[src/sv/bfmd_pkg.sv]
package bfmd_pkg;

	localparam int MAX_WIDTH  = 4096;
	localparam int CFG_W      = 13;
	localparam int CFG_IDX_W  = 2;
	localparam int DIM_W      = $clog2(MAX_WIDTH + 1);
	localparam int COL_W      = $clog2(MAX_WIDTH);
	localparam int LINE_DEPTH = MAX_WIDTH / 2;
	localparam int ADDR_W     = (LINE_DEPTH > 1) ? $clog2(LINE_DEPTH) : 1;
	localparam int CHAN_W     = 8;
	localparam int PAIR_W     = CHAN_W + 1;
	localparam int SUM_W      = CHAN_W + 2;
	localparam int NUM_CHAN   = 4;
	localparam int LINE_W     = NUM_CHAN * PAIR_W;
	localparam int QDEPTH     = 4;
	localparam int QPTR_W     = $clog2(QDEPTH);
	localparam int FILL_W     = $clog2(QDEPTH + 1);

	localparam logic [CFG_IDX_W-1:0] REG_SRC_WIDTH  = CFG_IDX_W'(0);
	localparam logic [CFG_IDX_W-1:0] REG_SRC_HEIGHT = CFG_IDX_W'(1);

	typedef logic [CHAN_W-1:0] chan_t;
	typedef logic [PAIR_W-1:0] pair_t;
	typedef pair_t [NUM_CHAN-1:0] line_t;
	typedef chan_t [NUM_CHAN-1:0] pixel_t;

	typedef struct packed {
		logic  valid;
		logic  dbl;
		logic  done;
		line_t pair;
	} item_t;

	typedef struct packed {
		logic                     we;
		logic                     re;
		logic [ADDR_W-1:0]        addr;
		logic [LINE_W-1:0]        wdata;
	} line_req_t;

	typedef struct packed {
		pixel_t pix;
		logic   done;
	} result_t;

	function automatic logic [DIM_W-1:0] clamp_dim(input logic [CFG_W-1:0] v);
		logic [DIM_W-1:0] r;
		if (v == '0) begin
			r = DIM_W'(1);
		end else if (int'(v) > MAX_WIDTH) begin
			r = DIM_W'(MAX_WIDTH);
		end else begin
			r = DIM_W'(v);
		end
		return r;
	endfunction

endpackage

[src/sv/bfmd_back.sv]
module bfmd_back (
	input  logic                          clk,
	input  logic                          arst_n,
	input  bfmd_pkg::item_t               item_s1,
	input  logic [bfmd_pkg::LINE_W-1:0]   line_rdata,
	output logic [bfmd_pkg::FILL_W-1:0]   fill,
	output logic                          out_valid,
	input  logic                          out_stall,
	output bfmd_pkg::result_t             result
);
	import bfmd_pkg::*;

	result_t           fifo_q [QDEPTH];
	logic [QPTR_W-1:0] wr_ptr_q;
	logic [QPTR_W-1:0] rd_ptr_q;
	logic [FILL_W-1:0] fill_q;

	line_t             above;
	result_t           res;
	logic [SUM_W-1:0]  sum [NUM_CHAN];
	logic              push;
	logic              pop;

	assign above = line_rdata;

	always_comb begin
		for (int c = 0; c < NUM_CHAN; c++) begin
			sum[c] = item_s1.dbl ? {item_s1.pair[c], 1'b0}
				: SUM_W'(above[c]) + SUM_W'(item_s1.pair[c]);
			res.pix[c] = sum[c][SUM_W-1:2];
		end
		res.done = item_s1.done;
	end

	assign push      = item_s1.valid;
	assign out_valid = (fill_q != '0);
	assign pop       = out_valid & ~out_stall;
	assign fill      = fill_q;
	assign result    = fifo_q[rd_ptr_q];

	always_ff @(posedge clk) begin
		if (push) begin
			fifo_q[wr_ptr_q] <= res;
		end
	end

	always_ff @(posedge clk or negedge arst_n) begin
		if (!arst_n) begin
			wr_ptr_q <= '0;
			rd_ptr_q <= '0;
			fill_q   <= '0;
		end else begin
			if (push) begin
				wr_ptr_q <= (wr_ptr_q == QPTR_W'(QDEPTH - 1)) ? '0 : wr_ptr_q + QPTR_W'(1);
			end
			if (pop) begin
				rd_ptr_q <= (rd_ptr_q == QPTR_W'(QDEPTH - 1)) ? '0 : rd_ptr_q + QPTR_W'(1);
			end
			case ({push, pop})
				2'b10:   fill_q <= fill_q + FILL_W'(1);
				2'b01:   fill_q <= fill_q - FILL_W'(1);
				default: fill_q <= fill_q;
			endcase
		end
	end

endmodule

[config.mk]
export PLATFORM = sky130hd
export DESIGN_NAME = bfmd_back
export DESIGN_NICKNAME = d
export VERILOG_FILES = /design/src/sv/bfmd_pkg.sv /design/src/sv/bfmd_back.sv
export SDC_FILE = /design/constraint.sdc
export NUM_CORES = 1
export LEC_CHECK = 0
export ABC_AREA = 1
export BUFFER_PORTS_ARGS = -buffer_cell sky130_fd_sc_hd__buf_2
export CAP_MARGIN = 20
export CORE_ASPECT_RATIO = 1.75
export CORE_MARGIN = 5
export CORE_UTILIZATION = 51
export DETAILED_ROUTE_END_ITERATION = 12
export HOLD_SLACK_MARGIN = 0.12
export PLACE_DENSITY = 0.76
export SLEW_MARGIN = 20
export SYNTH_ARGS = -nofsm -noshare
export SYNTH_HDL_FRONTEND = slang
export SYNTH_SLANG_ARGS = --single-unit
export TNS_END_PERCENT = 100
[constraint.sdc]
create_clock -name clk -period 1.8 [get_ports clk]
set_clock_uncertainty 0.2 [all_clocks]
set_input_delay 0.18 -clock clk [delete_from_list [all_inputs] [get_ports clk]]
set_output_delay 0.18 -clock clk [all_outputs]
set_load 0.1 [all_outputs]
# --- After elaboration in Yosys (flattened, before gate mapping) ---
# Memory sizes are Yosys's and may differ from the RTL's.
# Cells that the tools add are included.
# Widths: inputs -> output; s select.
op_classes:
  n_addsub: 8
  eq_ne: 4
  mux: 9
  bitwise: 2
  n_reduce_logical: 2
ops:
  columns: ["cell", "count"]
  rows:
  - ["$add 9x9->10", 4]
  - ["$mux 10", 4]
  - ["$eq 2x2->1 const B", 3]
  - ["$pmux 3 s2", 1]
  - ["$add 2x1->2 const B", 2]
  - ["$mux 2", 2]
  - ["$add 3x1->3 const B", 1]
  - ["$reduce_bool 3->1", 1]
  - ["$sub 3x1->3 const B", 1]
  - ["$eq 2x1->1 const B", 1]
  - ["$mux 1", 2]
  - ["$reduce_bool 2->1", 1]
  - ["$and 1x1->1", 1]
  - ["$not 1->1", 1]
word_totals:
  ff_bits: 7
  ram_bits: 132
  input_bits: 78
  n_memories: 1
memory_table:
  columns: ["name", "depth", "width", "rd", "rd_clocked_by_memory_dff", "wr", "line", "source"]
  rows:
  - ["fifo_q", 4, 33, 1, 0, 1, "bfmd_back.sv:13", "result_t fifo_q [QDEPTH];"]

# --- Logic depth before layout (Yosys ltp) ---
logic_depth:
  depth_word: 4
  mapped_depth: 10
  mapped_depth_nobuf: 10

# --- Worst setup path before layout ---
# No wires, ideal clock.
synth_timing:
  path_type: "register to register"
  from: "register fill_q[0], in the netlist fill[0]"
  to: "register fill_q[2], in the netlist fill[2]"
  setup_ns: 0.131
  t_arrival_ns: 2.419
  setup_slack_ns: -0.950
  path_stages_with_launch: 9
  n_path_buf: 0
  period_less_slack_ns: 2.750
  cell_sequence: "dfrtp_1 -> inv_1 -> a31oi_2 -> ha_1 -> inv_1 -> fa_1 -> a21oi_1 -> o21ai_0 -> xor2_1"
synth_between:
  elab_chain_cells: 4
synth_rtl:
  columns: ["element", "line", "source"]
  rows:
  - ["start, declared", "bfmd_back.sv:16", "logic [FILL_W-1:0] fill_q;"]
  - ["start signal, assigned", "bfmd_back.sv:60", "2'b10: fill_q <= fill_q + FILL_W'(1);"]
  - ["start signal, assigned", "bfmd_back.sv:61", "2'b01: fill_q <= fill_q - FILL_W'(1);"]
  - ["start signal, assigned", "bfmd_back.sv:62", "default: fill_q <= fill_q;"]
  - ["$reduce_bool 3->1", "bfmd_back.sv:36", "assign out_valid = (fill_q != '0);"]
  - ["$and 1x1->1", "bfmd_back.sv:37", "assign pop = out_valid & ~out_stall;"]
  - ["$eq 2x1->1 or $eq 2x2->1 (tied branches)", "bfmd_back.sv:59", "case ({push, pop})"]
  - ["$pmux 3 s2 or $reduce_bool 2->1 (tied branches)", null, null]
# Several ways; a longest one is shown, not always the timed one.
# A chain may end at the register's enable or synchronous reset.

==> impl_summary.txt <==
----------------------------------------------------
[Finish]
  Area of the multi-input gates ... 3110 um^2
  Share of post-route cells with drive strength above 1 ... 0.284
  # diodes ... 0
  Nets@finish ... 1018
  Core utilization of the finished layout ... 0.742
  Syn-to-layout area delta ... 44.3%
  Post-layout instance count excluding filler cells ... 1090
  Fill cell total of the finished layout ... 892
  Register area ... 4150 um^2

[Floorplanning]
  # rows ... 57
  Initial core utilization ... 0.514
  Area of the core region ... 13800 um^2
  Die Y ... 166 um
  Die area ... 16500 um^2
  Number of placed I/O pins ... 115
  Width of the chip ... 99.3 um

[Placed design]
  Routability congestion estimate from global placement ... 0.897
  Total of buffers placed on input and output ports ... 114
  Sum of net half-perimeters after detailed placement ... 12400 um
  Number of instances in the placed design ... 1019

[Status]
  Result of the run ... finished, violations left
  Violations in the final reports ... negative setup slack

[Synthesis]
  Sequential area share after synthesis ... 0.581
  Yosys reg bits ... 139
  Syn Inst Count ... 714
  Proportion of netlist area held by the largest area contributor ... 0.557
  Number of distinct library cells after synthesis ... 26
  Netlist area before placement ... 7120 um^2
  Synth area leader ... edfxtp_1
  Syn avg cell area ... 9.97 um^2
  Number of warnings printed during yosys synthesis ... 0
  Net count of the mapped netlist ... 831
  Biggest area contributors in the synthesized netlist ... edfxtp_1 56%, nand2_1 7.5%, ha_1 6.7%

[Global route]
  Initial antenna violation count ... 0
  First-pass GRT wire length ... 30500 um
  Vias in the first global route ... 6378
  Global-route usage over all layers ... 0.234
  Overall overflow remaining after global route ... 0
  Pin count of the biggest net entering global routing ... 41

[Power]
  VDD IR max ... 1.22 mV
  Static leakage ... 4.21 nW
  Total power after layout ... 20.5 mW
  Total power per unit cell area ... 2000 nW/um^2

[Routing]
  Post-detailed-routing wire length ... 19500 um
  1st-pass router iterations ... 5
  Drt initial violations ... 490
  Vias per Instance ... 5.58
  WL per Instance ... 17.9 um
  Total number of vias ... 6084
  Post-route antenna net violation count ... 0
  Drt drc ... 0

[Clock tree]
  Number of sinks handled by clock tree synthesis ... 139
  Cts bufs inserted ... 17
  Cell at the root of the clock tree ... clkbuf_16
  Number of buffers on the longest clock path ... 2
  CTS tree ... built
  Clk_lat worst skew ... 410 ps
  Reg clk slew, reported paths ... 60 ps
  Htree depth ... 4

[Setup path]
  Kind of critical path ... reg -> out
  Largest fanout on the critical path ... 20
  Nature of the critical path endpoint ... output pin
  Critical path startpoint category ... register
  Critical Path AT ... 1750 ps
  Worst EP required ... 1420 ps

[Hold path]
  Worst hold-check path type ... in -> reg

[Timing]
  Relative max-transition margin ... 0.676
  Maximum clock frequency ... 0.470 GHz
  Slew at the pin closest to its max-slew limit ... 490 ps
  Total setup violations reported at the end of the flow ... 35
  Final setup TNS ... -8740 ps
  Unrepaired setup endpoints after global routing ... true
  Share of the clock period used by the worst path after layout ... 1.18
  Hold Violations, Final ... 0
  WHS ... 144 ps
  Final Max Tran Viols ... 0
  Post-layout minimum cycle time ... 2130 ps
  Crit path setup slack, layout ... -327 ps

[Run]
  Max cap viols ... 0

----------------------------------------------------
==> cell usage in the layout, fill, tap and decap left out, drive strengths merged <==
cell type / count
buf: 160
nand2: 147
edfxtp: 132
nor2: 96
o21ai: 86
inv: 56
nand3: 41
ha: 38
dlygate4sd3: 34
o22ai: 33
clkbuf: 19
a21oi: 19
xnor2: 9
dfrtp: 7
clkinvlp: 6
clkinv: 6
xor2: 5
bufinv: 5
o21bai: 4
nand4: 4
a211o: 4
a31oi: 1
fa: 1
==> area by class of cell <==
cell class                 count  area share
tap                          177      0.0216
sequential                   139       0.404
multi-input combinational    488       0.302
clock inverter                13      0.0195
clock buffer                  18      0.0418
inverter                      60      0.0241
timing repair buffer         195       0.186
==> worst max-delay path, cell delays in order (launching register included) <==
cell	delay (ps)
dfrtp_2	440
inv_4	90
clkbuf_16	200
o21ai_1	300
o22ai_4	130
buf_12	180
==> power breakdown <==
part           switching [mW]  internal [mW]  leakage, nW
clock network            1.26           2.44        0.301
logic                    8.06           4.24         2.61
registers               0.230           4.29         1.30
==> sequential cells by signal, summed over array words and instances (netlist names) <==
register / count
fifo_q: 132
fill: 3
rd_ptr_q: 2
wr_ptr_q: 2
==> metal layers <==
metal	track usage	share of wire	wire (um)
met5	0	0	0
met4	0.106	0.032	626
met3	0.0404	0.054	1050
met2	0.428	0.55	10800
met1	0.258	0.36	7020
==> final timing paths <==
path	start	end	slack, ps	depth (start not counted)
hold reg to reg	wr_ptr_q[0]$_DFFE_PN0P_	wr_ptr_q[0]$_DFFE_PN0P_	410	3
setup reg to reg	fill[0]$_DFFE_PN0P_	fill[2]$_DFFE_PN0P_	-130	8
max in group asynchronous	arst_n	fill[2]$_DFFE_PN0P_	590	3
min in group asynchronous	arst_n	wr_ptr_q[1]$_DFFE_PN0P_	530	3
setup / recovery	rd_ptr_q[0]$_DFFE_PN0N_	result[15]	-330	5
hold / removal	item_s1[17]	fifo_q[0][16]$_DFFE_PP_	140	4
==> cell usage after synthesis <==
cell,count
o21ai_0,80
xor2_1,5
o21bai_1,4
edfxtp_1,132
a21oi_2,4
fa_1,1
nand3_1,41
a211o_1,4
dfrtp_1,7
clkbuf_1,8
xnor2_1,9
nor2_2,4
a31oi_2,1
o21ai_1,6
nand4_1,4
buf_6,1
a21oi_1,15
inv_2,2
ha_1,38
nand2_1,142
inv_1,58
nand2_2,5
buf_2,12
nor2_1,92
buf_4,6
o22ai_1,33
==> through the flow <==
step / setup WS (ps) / area, um^2
final: -327 / 10300
after global routing: -355 / 10300
after CTS: -334 / 10200
after detailed placement: -153 / 9170
after global placement: -71.9 / 9170
after floorplan: -325 / 7630
==> cell families after synthesis <==
group	after synthesis	share of synthesized area
simple gates	288	0.164
fa+ha+maj	39	0.0696
flops	139	0.581
compound gates	147	0.116
buf+inv	87	0.0522
xor+xnor	14	0.0172
==> timing repair <==
action,4_1_cts,5_1_grt
gates resized for setup,36,48
gates cloned,0,1
endpoints found under the setup margin,36,36
hold buffers,34,0
pin swaps,4,4
buffers inserted,2,4
hold endpoints to repair,134,0
No activity file was read; power rests on OpenSTA's default activity.
