<file path="src/sv/bfmd_pkg.sv">
package bfmd_pkg;

	localparam int MAX_WIDTH  = 4096;
	localparam int CFG_W      = 13;
	localparam int CFG_IDX_W  = 2;
	localparam int DIM_W      = $clog2(MAX_WIDTH + 1);
	localparam int COL_W      = $clog2(MAX_WIDTH);
	localparam int LINE_DEPTH = MAX_WIDTH / 2;
	localparam int ADDR_W     = (LINE_DEPTH > 1) ? $clog2(LINE_DEPTH) : 1;
	localparam int CHAN_W     = 8;
	localparam int PAIR_W     = CHAN_W + 1;
	localparam int SUM_W      = CHAN_W + 2;
	localparam int NUM_CHAN   = 4;
	localparam int LINE_W     = NUM_CHAN * PAIR_W;
	localparam int QDEPTH     = 4;
	localparam int QPTR_W     = $clog2(QDEPTH);
	localparam int FILL_W     = $clog2(QDEPTH + 1);

	localparam logic [CFG_IDX_W-1:0] REG_SRC_WIDTH  = CFG_IDX_W'(0);
	localparam logic [CFG_IDX_W-1:0] REG_SRC_HEIGHT = CFG_IDX_W'(1);

	typedef logic [CHAN_W-1:0] chan_t;
	typedef logic [PAIR_W-1:0] pair_t;
	typedef pair_t [NUM_CHAN-1:0] line_t;
	typedef chan_t [NUM_CHAN-1:0] pixel_t;

	typedef struct packed {
		logic  valid;
		logic  dbl;
		logic  done;
		line_t pair;
	} item_t;

	typedef struct packed {
		logic                     we;
		logic                     re;
		logic [ADDR_W-1:0]        addr;
		logic [LINE_W-1:0]        wdata;
	} line_req_t;

	typedef struct packed {
		pixel_t pix;
		logic   done;
	} result_t;

	function automatic logic [DIM_W-1:0] clamp_dim(input logic [CFG_W-1:0] v);
		logic [DIM_W-1:0] r;
		if (v == '0) begin
			r = DIM_W'(1);
		end else if (int'(v) > MAX_WIDTH) begin
			r = DIM_W'(MAX_WIDTH);
		end else begin
			r = DIM_W'(v);
		end
		return r;
	endfunction

endpackage

</file>
<file path="src/sv/bfmd_front.sv">
module bfmd_front (
	input  logic                               clk,
	input  logic                               arst_n,
	input  logic                               cfg_valid,
	output logic                               cfg_ready,
	input  logic [bfmd_pkg::CFG_IDX_W-1:0]     cfg_index,
	input  logic [bfmd_pkg::CFG_W-1:0]         cfg_data,
	input  logic                               in_valid,
	output logic                               in_stall,
	input  bfmd_pkg::pixel_t                   pix,
	input  logic [bfmd_pkg::FILL_W-1:0]        fill,
	output bfmd_pkg::line_req_t                line_req,
	output bfmd_pkg::item_t                    item_s1
);
	import bfmd_pkg::*;

	logic [DIM_W-1:0]  w_q;
	logic [DIM_W-1:0]  h_q;
	logic [COL_W-1:0]  col_q;
	logic [COL_W-1:0]  row_q;
	pixel_t            held_q;

	logic              accept;
	logic              w1;
	logic              h1;
	logic              last_col;
	logic              last_row;
	logic [ADDR_W-1:0] dx;
	logic [ADDR_W-1:0] dy;
	logic [ADDR_W-1:0] dwm1;
	logic [ADDR_W-1:0] dhm1;
	logic              have_pair;
	logic              emit;
	logic              done;
	line_t             pair;

	assign cfg_ready = 1'b1;
	assign in_stall  = (fill + FILL_W'(item_s1.valid)) >= FILL_W'(QDEPTH);
	assign accept    = in_valid & ~in_stall;

	assign w1       = (w_q == DIM_W'(1));
	assign h1       = (h_q == DIM_W'(1));
	assign last_col = (DIM_W'(col_q) == w_q - DIM_W'(1));
	assign last_row = (DIM_W'(row_q) == h_q - DIM_W'(1));
	assign dx       = ADDR_W'(col_q >> 1);
	assign dy       = ADDR_W'(row_q >> 1);
	assign dwm1     = w1 ? '0 : ADDR_W'((w_q >> 1) - DIM_W'(1));
	assign dhm1     = h1 ? '0 : ADDR_W'((h_q >> 1) - DIM_W'(1));

	always_comb begin
		for (int c = 0; c < NUM_CHAN; c++) begin
			pair[c] = w1 ? {pix[c], 1'b0} : PAIR_W'(held_q[c]) + PAIR_W'(pix[c]);
		end
	end

	assign have_pair = w1 | col_q[0];
	assign emit      = have_pair & (h1 | row_q[0]);
	assign done      = (dx == dwm1) & (h1 | (dy == dhm1));

	// even rows park their pair sums, odd rows fetch them back
	assign line_req.we    = accept & have_pair & ~h1 & ~row_q[0] & ~last_row;
	assign line_req.re    = accept & have_pair & ~h1 & row_q[0];
	assign line_req.addr  = dx;
	assign line_req.wdata = pair;

	always_ff @(posedge clk or negedge arst_n) begin
		if (!arst_n) begin
			w_q     <= DIM_W'(1);
			h_q     <= DIM_W'(1);
			col_q   <= '0;
			row_q   <= '0;
			held_q  <= '0;
			item_s1 <= '0;
		end else begin
			item_s1.valid <= accept & emit;
			if (accept) begin
				item_s1.dbl  <= h1;
				item_s1.done <= done;
				item_s1.pair <= pair;
			end
			if (cfg_valid && cfg_ready) begin
				if (cfg_index == REG_SRC_WIDTH) begin
					w_q <= clamp_dim(cfg_data);
				end else if (cfg_index == REG_SRC_HEIGHT) begin
					h_q <= clamp_dim(cfg_data);
				end
				col_q <= '0;
				row_q <= '0;
			end else if (accept) begin
				if (!w1 && !col_q[0]) begin
					held_q <= pix;
				end
				if (last_col) begin
					col_q <= '0;
					row_q <= last_row ? '0 : row_q + COL_W'(1);
				end else begin
					col_q <= col_q + COL_W'(1);
				end
			end
		end
	end

endmodule

</file>
<file path="config.mk">
export PLATFORM = sky130hd
export DESIGN_NAME = bfmd_front
export DESIGN_NICKNAME = d
export VERILOG_FILES = /design/src/sv/bfmd_pkg.sv /design/src/sv/bfmd_front.sv
export SDC_FILE = /design/constraint.sdc
export NUM_CORES = 1
export LEC_CHECK = 0
export BUFFER_PORTS_ARGS = -buffer_cell sky130_fd_sc_hd__buf_2
export CELL_PAD_IN_SITES_DETAIL_PLACEMENT = 1
export CELL_PAD_IN_SITES_GLOBAL_PLACEMENT = 1
export CORE_ASPECT_RATIO = 0.8
export CORE_UTILIZATION = 43
export CTS_CLUSTER_DIAMETER = 40
export DETAILED_ROUTE_END_ITERATION = 8
export PLACE_DENSITY_LB_ADDON = 0.08
export SYNTH_ARGS = -nofsm -noshare
export SYNTH_HDL_FRONTEND = slang
export SYNTH_SLANG_ARGS = --single-unit
</file>
<file path="constraint.sdc">
create_clock -name clk -period 4.2 [get_ports clk]
set_clock_uncertainty 0.1 [all_clocks]
set_input_delay 0.84 -clock clk [delete_from_list [all_inputs] [get_ports clk]]
set_output_delay 0.84 -clock clk [all_outputs]
set_load 0.05 [all_outputs]
</file>
### Word level (Yosys, flattened, before mapping)

Index checks and enable logic that the tools add are counted.

* register bits: 121
* input bits: 54
* output and inout port bits: 90
* word-level logic and storage cells: 79

* add/subtract/negate cells: 11
* $lt $le $gt $ge: 2
* equality and inequality tests: 7
* multiplexer cells: 15
* bitwise operators: 18
* reductions and logical operators: 11

Operator list (count)
* 12-bit 2-to-1 mux: 7
* 8-bit by 8-bit adder with 9-bit output: 4
* 9-bit 2-to-1 mux: 4
* 12-bit by 13-bit == test with 1-bit output: 2
* 13-bit by 1-bit == test with 1-bit output, second input constant: 2
* 13-bit 2-to-1 mux: 2
* 13-bit by 1-bit subtractor with 13-bit output, second input constant: 2
* 12-bit by 1-bit adder with 12-bit output, second input constant: 2
* 11-bit == test: 2
* 11-bit 2-to-1 mux: 2
* 11-bit by 1-bit subtractor with 11-bit output, second input constant: 2
* 13-bit greater-than comparator, second input constant: 1
* 13-bit logical NOT: 1
* 1-bit bitwise AND: 9
* 1-bit NOT: 6
* 3-bit AND reduction: 2
* 2-bit AND reduction: 2
* 2-bit nonzero test: 2
* 3-bit by 1-bit adder with 3-bit output: 1
* 3-bit >= comparator, second input constant: 1
* 1-bit OR: 3
* 2-bit by 1-bit == test with 1-bit output, second input constant: 1
* 1-bit logical NOT: 2
* 2-bit logical NOT: 1
* 1-bit logical AND: 1

### Depth between registers and ports, before layout

Gate-level depths: netlist of the first run.

* depth after elaboration: 8
* mapped depth: 11
* depth with buffers taken out: 10

### Worst setup path before layout of the first run

OpenSTA, ideal clock, no wires.

* kind: input-to-output
* from: input port pix[25] (netlist name)
* to: output port line_req[34] (netlist name)
* data arrival time: 3323 ps
* path slack: -63 ps
* stages on the path: 8
* buffers on the path: 0
* cells stage by stage: ha_1 a21o_1 a21oi_1 o21ai_0 a2111oi_0 nor3_1 xnor2_1 o21ai_0

RTL lines
* start, declared: line bfmd_front.sv:10 `input bfmd_pkg::pixel_t pix,`
* end, declared: line bfmd_front.sv:12 `output bfmd_pkg::line_req_t line_req,`

==> results of run 1 <==
## logic make-up after synthesis
| group | count (synthesis) | share of synthesized area |
|---|---|---|
| and+or+nand+nor | 348 | 0.2082 |
| AOI/OAI and AO/OA | 196 | 0.1540 |
| DFF | 121 | 0.3670 |
| buffers and inverters | 105 | 0.05728 |
| xor gates and xnor gates | 73 | 0.07744 |
| muxes | 48 | 0.06531 |
| adders and majority gates | 44 | 0.07031 |
| other | 1 | 0.0004542 |
## where the power goes
part | switching [mW] | internal, mW
logic | 2.02 | 0.869
clock network | 0.537 | 0.888
registers | 0.187 | 1.42
total | 2.74 | 3.17
## cells in the final DEF, fill, tap and decap left out, types with 21 or more instances in the layout
master and count:
a21oi_1 27, buf_2 137, buf_4 21, dfrtp_1 118, ha_1 39, inv_1 37
mux2_2 47, nand2_1 99, nand2b_1 32, nor2_1 92, nor3_1 28, o21ai_0 61
xnor2_1 44, xor2_1 29
## per-layer routing
layer  vias to the layer above  wire (um)  GRT usage
li1                       3492          -          -
met1                      3612      12490     0.3914
met2                       142      11000     0.3945
met3                        14        979    0.04026
met4                         0        230    0.06978
met5                         -          0          0
## metrics by stage
stage	setup TNS [ps]	worst slack [ps]	total power, mW	cell area, sq um
2_1_floorplan	0	242.1	3.755	8257
3_3_place_gp	0	127.7	4.412	9106
4_1_cts	0	7.131	5.923	9691
5_1_grt	-46.62	-41.68	6.231	9732
6_report	0	86.11	5.914	9732
3_5_place_dp	0	59.77	4.461	9106
## state kept, by name (all words and copies together) (netlist names)
register and count:
h_q 13, w_q 13, col_q 12, row_q 12, held_q 32, item_s1 39
## area by class of cell
class | count | area [sq um] | share of cell area
Multi-Input combinational cell | 710 | 4787 | 0.4919
Sequential cell | 121 | 3032 | 0.3115
Timing Repair Buffer | 161 | 882.1 | 0.09064
Clock buffer | 25 | 505.5 | 0.05194
Tap cell | 253 | 316.6 | 0.03253
Inverter | 38 | 145.1 | 0.01491
Clock inverter | 6 | 63.81 | 0.006557
## worst paths after layout
kind | slack, ps | cells past startpoint | startpoint | to
min in group clk | 400 | 1 | item_s1[9] | item_s1[9]
max | 90 | 9 | h_q[0] | line_req[48]
min reg2reg | 400 | 1 | item_s1[9] | item_s1[9]
min | 370 | 1 | arst_n | held_q[30]
max in group asynchronous | 2750 | 2 | arst_n | w_q[0]
max reg2reg | 370 | 7 | w_q[2] | row_q[3]
## what timing repair did
| action | in CTS | in global routing |
|---|---|---|
| resized for setup | 4 | 22 |
| setup endpoints to repair | 2 | 9 |
| setup buffers | 0 | 1 |
| pin swaps | 0 | 3 |
| hold endpoints to repair | 0 | 0 |
| cloned | 0 | 0 |
==> flow_summary.toml, run 1 <==
[status]
status = "completed"

[pwr]
worst_ir_drop_vdd_mv = 0.4098
power_density_nw_per_um2 = 607.7
leakage_nw = 4.430

[sta]
setup_viol = 0
fmax_ghz = 0.2431
maxSlewHeadroom = 0.3745
worst-slew-pin-transition_ps = 930.5
min_period_ps = 4114
holdWs_ps = 374.6
final_max_slew_viol_count = 0
period_share = 0.9795
hold_viol_final = 0

[die]
coreArea_sq_um = 18440
fp.dieW_um = 156.9
ioPinCount = 144
die_h_um = 125.9
num_rows = 44
start_util = 0.4477
dieArea_sq_um = 19760

[yosys]
synth_edf_count = 0
synth.most_common_cell = "dfrtp_1"
synth_area_sq_um = 8257
ys_seq_area_frac = 0.3670
ys_types = 70
netlist_instances = 936
synth.area.top_cells = "dfrtp_1 36%, mux2_2 6.4%, ha_1 6.1%"
syn_nets = 1034
synth_common_cells = "119 x dfrtp_1, 99 x nand2_1, 92 x nor2_1"
synthFlopType = "dfrtp_1"
netlist.area_leader.share = 0.3607
yosys_warnings = 0
avgSynthCellArea_sq_um = 8.821
synth_seq_cells = 121
ys_async_sr_fraction = 1.000
synth_top_area_cell = "dfrtp_1"

[global_route]
grtUsageTotal = 0.2629
grt_max_degree = 64
grt_antenna_before_repair = 0
grt_first_pass_wirelength_mm = 40.16
grt_pass1_vias = 7325
grt_remaining_overflow = 0

[cts]
cts.reportedPaths.clkPinSlew_ps = 60
clock_sinks = 121
root_buffer = "clkbuf_16"
clockBufferDepth = 2
cts_buffers = 17
clock_latency_ps = 420
htree_levels = 4
cts_tree = "built"
hold_buffers = 0

[placed_design]
portBuffers = 142
dp_hpwl_mm = 18.05
dp_cells = 1282
place.gp.congestion = 0.8614

[final_layout]
area_growth_syn_to_layout_pct = 17.87
post_route_cells_drive_above_1_share = 0.2422
finalNetCount = 1147
fin_util = 0.5277
antenna_cells = 0
fin_cells = 1314
fillers = 2186

[critical_path]
crit_type = "reg2out"
max_stage_delay_ps = 510
cp.buffers_inverters = 2
end_kind = "primary output"
critPathTopFamily = "simple AND/OR/NAND/NOR gates"
cp.arrival_ps = 3170
path_cells = "inv_1 -> ha_4 -> or4b_4 -> or4b_1 -> nand3_1 -> o211ai_1 -> a2111o_1 -> and4_4 -> buf_4"
critPathRequiredTime_ps = 3260
worstPathMaxFanout = 6
start_kind = "register"
cp_slowest_cell = "or4b_1"

[route]
drtIter0Drc = 475
drc = 0
dr.pass1.iters = 5
wirelength_mm = 24.71
via_count = 7260
routed_via_density = 5.525
wl_per_cell_um = 18.80
antenna_left = 0

[run]
maxCapViolations = 0

[hold_path]
hp-class = "in2async"
No activity file was read; power rests on OpenSTA's default activity.
==> inputs of run 2 (changes only) <==
--- a/config.mk
+++ b/config.mk
@@ -8,7 +8,7 @@
 export BUFFER_PORTS_ARGS = -buffer_cell sky130_fd_sc_hd__buf_2
 export CELL_PAD_IN_SITES_DETAIL_PLACEMENT = 1
 export CELL_PAD_IN_SITES_GLOBAL_PLACEMENT = 1
-export CORE_ASPECT_RATIO = 0.8
+export CORE_ASPECT_RATIO = 0.75
 export CORE_UTILIZATION = 43
 export CTS_CLUSTER_DIAMETER = 40
 export DETAILED_ROUTE_END_ITERATION = 8
==> run 2 against run 1 <==
- critical path depth increased by 1
- largest power group unchanged
- sequential share of layout area about the same
- count of clock-buffer cells in the layout decreased by 6
- worst setup slack got worse by 68 ps
- die area about the same
- utilization decreased by 0.69 points
- hold slack got worse by 71 ps
- global-route usage increased by 0.68 points
- critical path type is now in2out
- maximum frequency decreased by 1.6%
- non-clock buffer count decreased by 3
- first-iteration DRC count decreased by 15%
- sequential cell count unchanged
==> flow_summary.toml, run 2 (synthesis gave the netlist of run 1 again) <==
[run]
maxCapViolations = 0

[die]
ioPinCount = 144
fp.dieW_um = 162.0
start_util = 0.4423
num_rows = 43
coreArea_sq_um = 18670
dieArea_sq_um = 19770
die_h_um = 122.0

[sta]
min_period_ps = 4182
setup_viol = 0
final_max_slew_viol_count = 0
maxSlewHeadroom = 0.3632
fmax_ghz = 0.2391
period_share = 0.9958
worst-slew-pin-transition_ps = 947.3
hold_viol_final = 0

[critical_path]
max_stage_delay_ps = 570
critPathTopFamily = "compound AO/OA/AOI/OAI gates"
cp.arrival_ps = 3240
start_kind = "input port"
crit_type = "in2out"
path_cells = "buf_2 -> ha_1 -> a21o_1 -> a21oi_1 -> o21ai_0 -> a2111oi_1 -> nor3_1 -> xnor2_1 -> o21ai_1 -> clkbuf_4"
worstPathMaxFanout = 2
critPathRequiredTime_ps = 3260
cp_slowest_cell = "a2111oi_1"
end_kind = "primary output"
cp.buffers_inverters = 2

[global_route]
grt_antenna_before_repair = 1
grtUsageTotal = 0.2697
grt_pass1_vias = 7428
grt_remaining_overflow = 0
grt_max_degree = 54
grt_first_pass_wirelength_mm = 40.95

[cts]
clockBufferDepth = 2
cts_buffers = 17
clock_latency_ps = 430
cts_tree = "built"
root_buffer = "clkbuf_16"
htree_levels = 4
clock_sinks = 121
cts.reportedPaths.clkPinSlew_ps = 60

[final_layout]
top_register = "item_s1"
finalNetCount = 1144
antenna_cells = 0
post_route_cells_drive_above_1_share = 0.2389
fin_util = 0.5208
area_growth_syn_to_layout_pct = 17.76
reg_top3 = "item_s1 (39), held_q (32)"
largest_reg_flops = 39
final_common_cell = "buf_2"
final_cell_mix = "136 x buf_2, 119 x dfrtp_1, 99 x nand2_1, 92 x nor2_1, 64 x o21ai_0"

[route]
drc = 0
wirelength_mm = 25.13
wl_per_cell_um = 19.25
via_count = 7307
routed_via_density = 5.595
dr.pass1.iters = 5
antenna_left = 0
drtIter0Drc = 406

[pwr]
power_density_nw_per_um2 = 620.9
worst_ir_drop_vdd_mv = 0.4805
power_mw = 6.037
leakage_nw = 4.417

[placed_design]
place.gp.congestion = 0.8438
portBuffers = 142
dp_hpwl_mm = 18.00

[status]
status = "completed"

[hold_path]
hp-class = "in2async"
[run 2: what timing repair did]
action	CTS	global route
pin swaps	0	1
gates resized for setup	1	14
hold buffers	0	0
setup buffers	0	1
setup endpoints to repair	1	10
[run 2: per-stage QoR]
stage | worst slack (ps) | cell area, sq um | hold WS, ps | setup TNS [ps] | instances
floorplan | 242.1 | 8257 | 373.0 | 0 | 936
global placement | 181.5 | 9076 | 367.4 | 0 | 1273
detailed placement | 109.7 | 9076 | 380.3 | 0 | 1273
CTS | 16.91 | 9697 | 329.8 | 0 | 1305
global route | -100.8 | 9723 | 335.8 | -100.8 | 1306
finish | 17.67 | 9723 | 303.8 | 0 | 1306
[run 2: path summary, 6_finish.rpt]
path | cells past startpoint | slack (ps) | startpoint | endpoint
setup / recovery | 10 | 20 | pix[1] | line_req[7]
hold / removal | 1 | 300 | arst_n | held_q[31]
setup reg to reg | 7 | 610 | w_q[2] | row_q[11]
hold reg to reg | 2 | 390 | item_s1[25] | item_s1[25]
max in group asynchronous | 2 | 2770 | arst_n | held_q[12]
min in group clk | 2 | 390 | item_s1[25] | item_s1[25]
[run 2: cell type report]
| class | instances | area (sq um) |
|---|---|---|
| clock buffer | 19 | 452.9 |
| clock inverter | 13 | 167.7 |
| fill | 2229 | 8946 |
| inverter | 38 | 142.6 |
| multi-input combinational | 710 | 4762 |
| sequential | 121 | 3030 |
| tap | 247 | 309.0 |
| timing repair buffer | 158 | 858.3 |
[run 2: power breakdown]
part | switching [mW] | internal [mW]
sequential | 0.190 | 1.42
combinational | 2.01 | 0.852
clock | 0.595 | 0.969
[run 2: routing by layer]
metal / vias up / track usage / wire length (um)
li1: 3492 / - / -
met1: 3626 / 0.3994 / 12770
met2: 163 / 0.4075 / 10960
met3: 24 / 0.04801 / 1129
met4: 2 / 0.05896 / 261
met5: - / 0 / 8
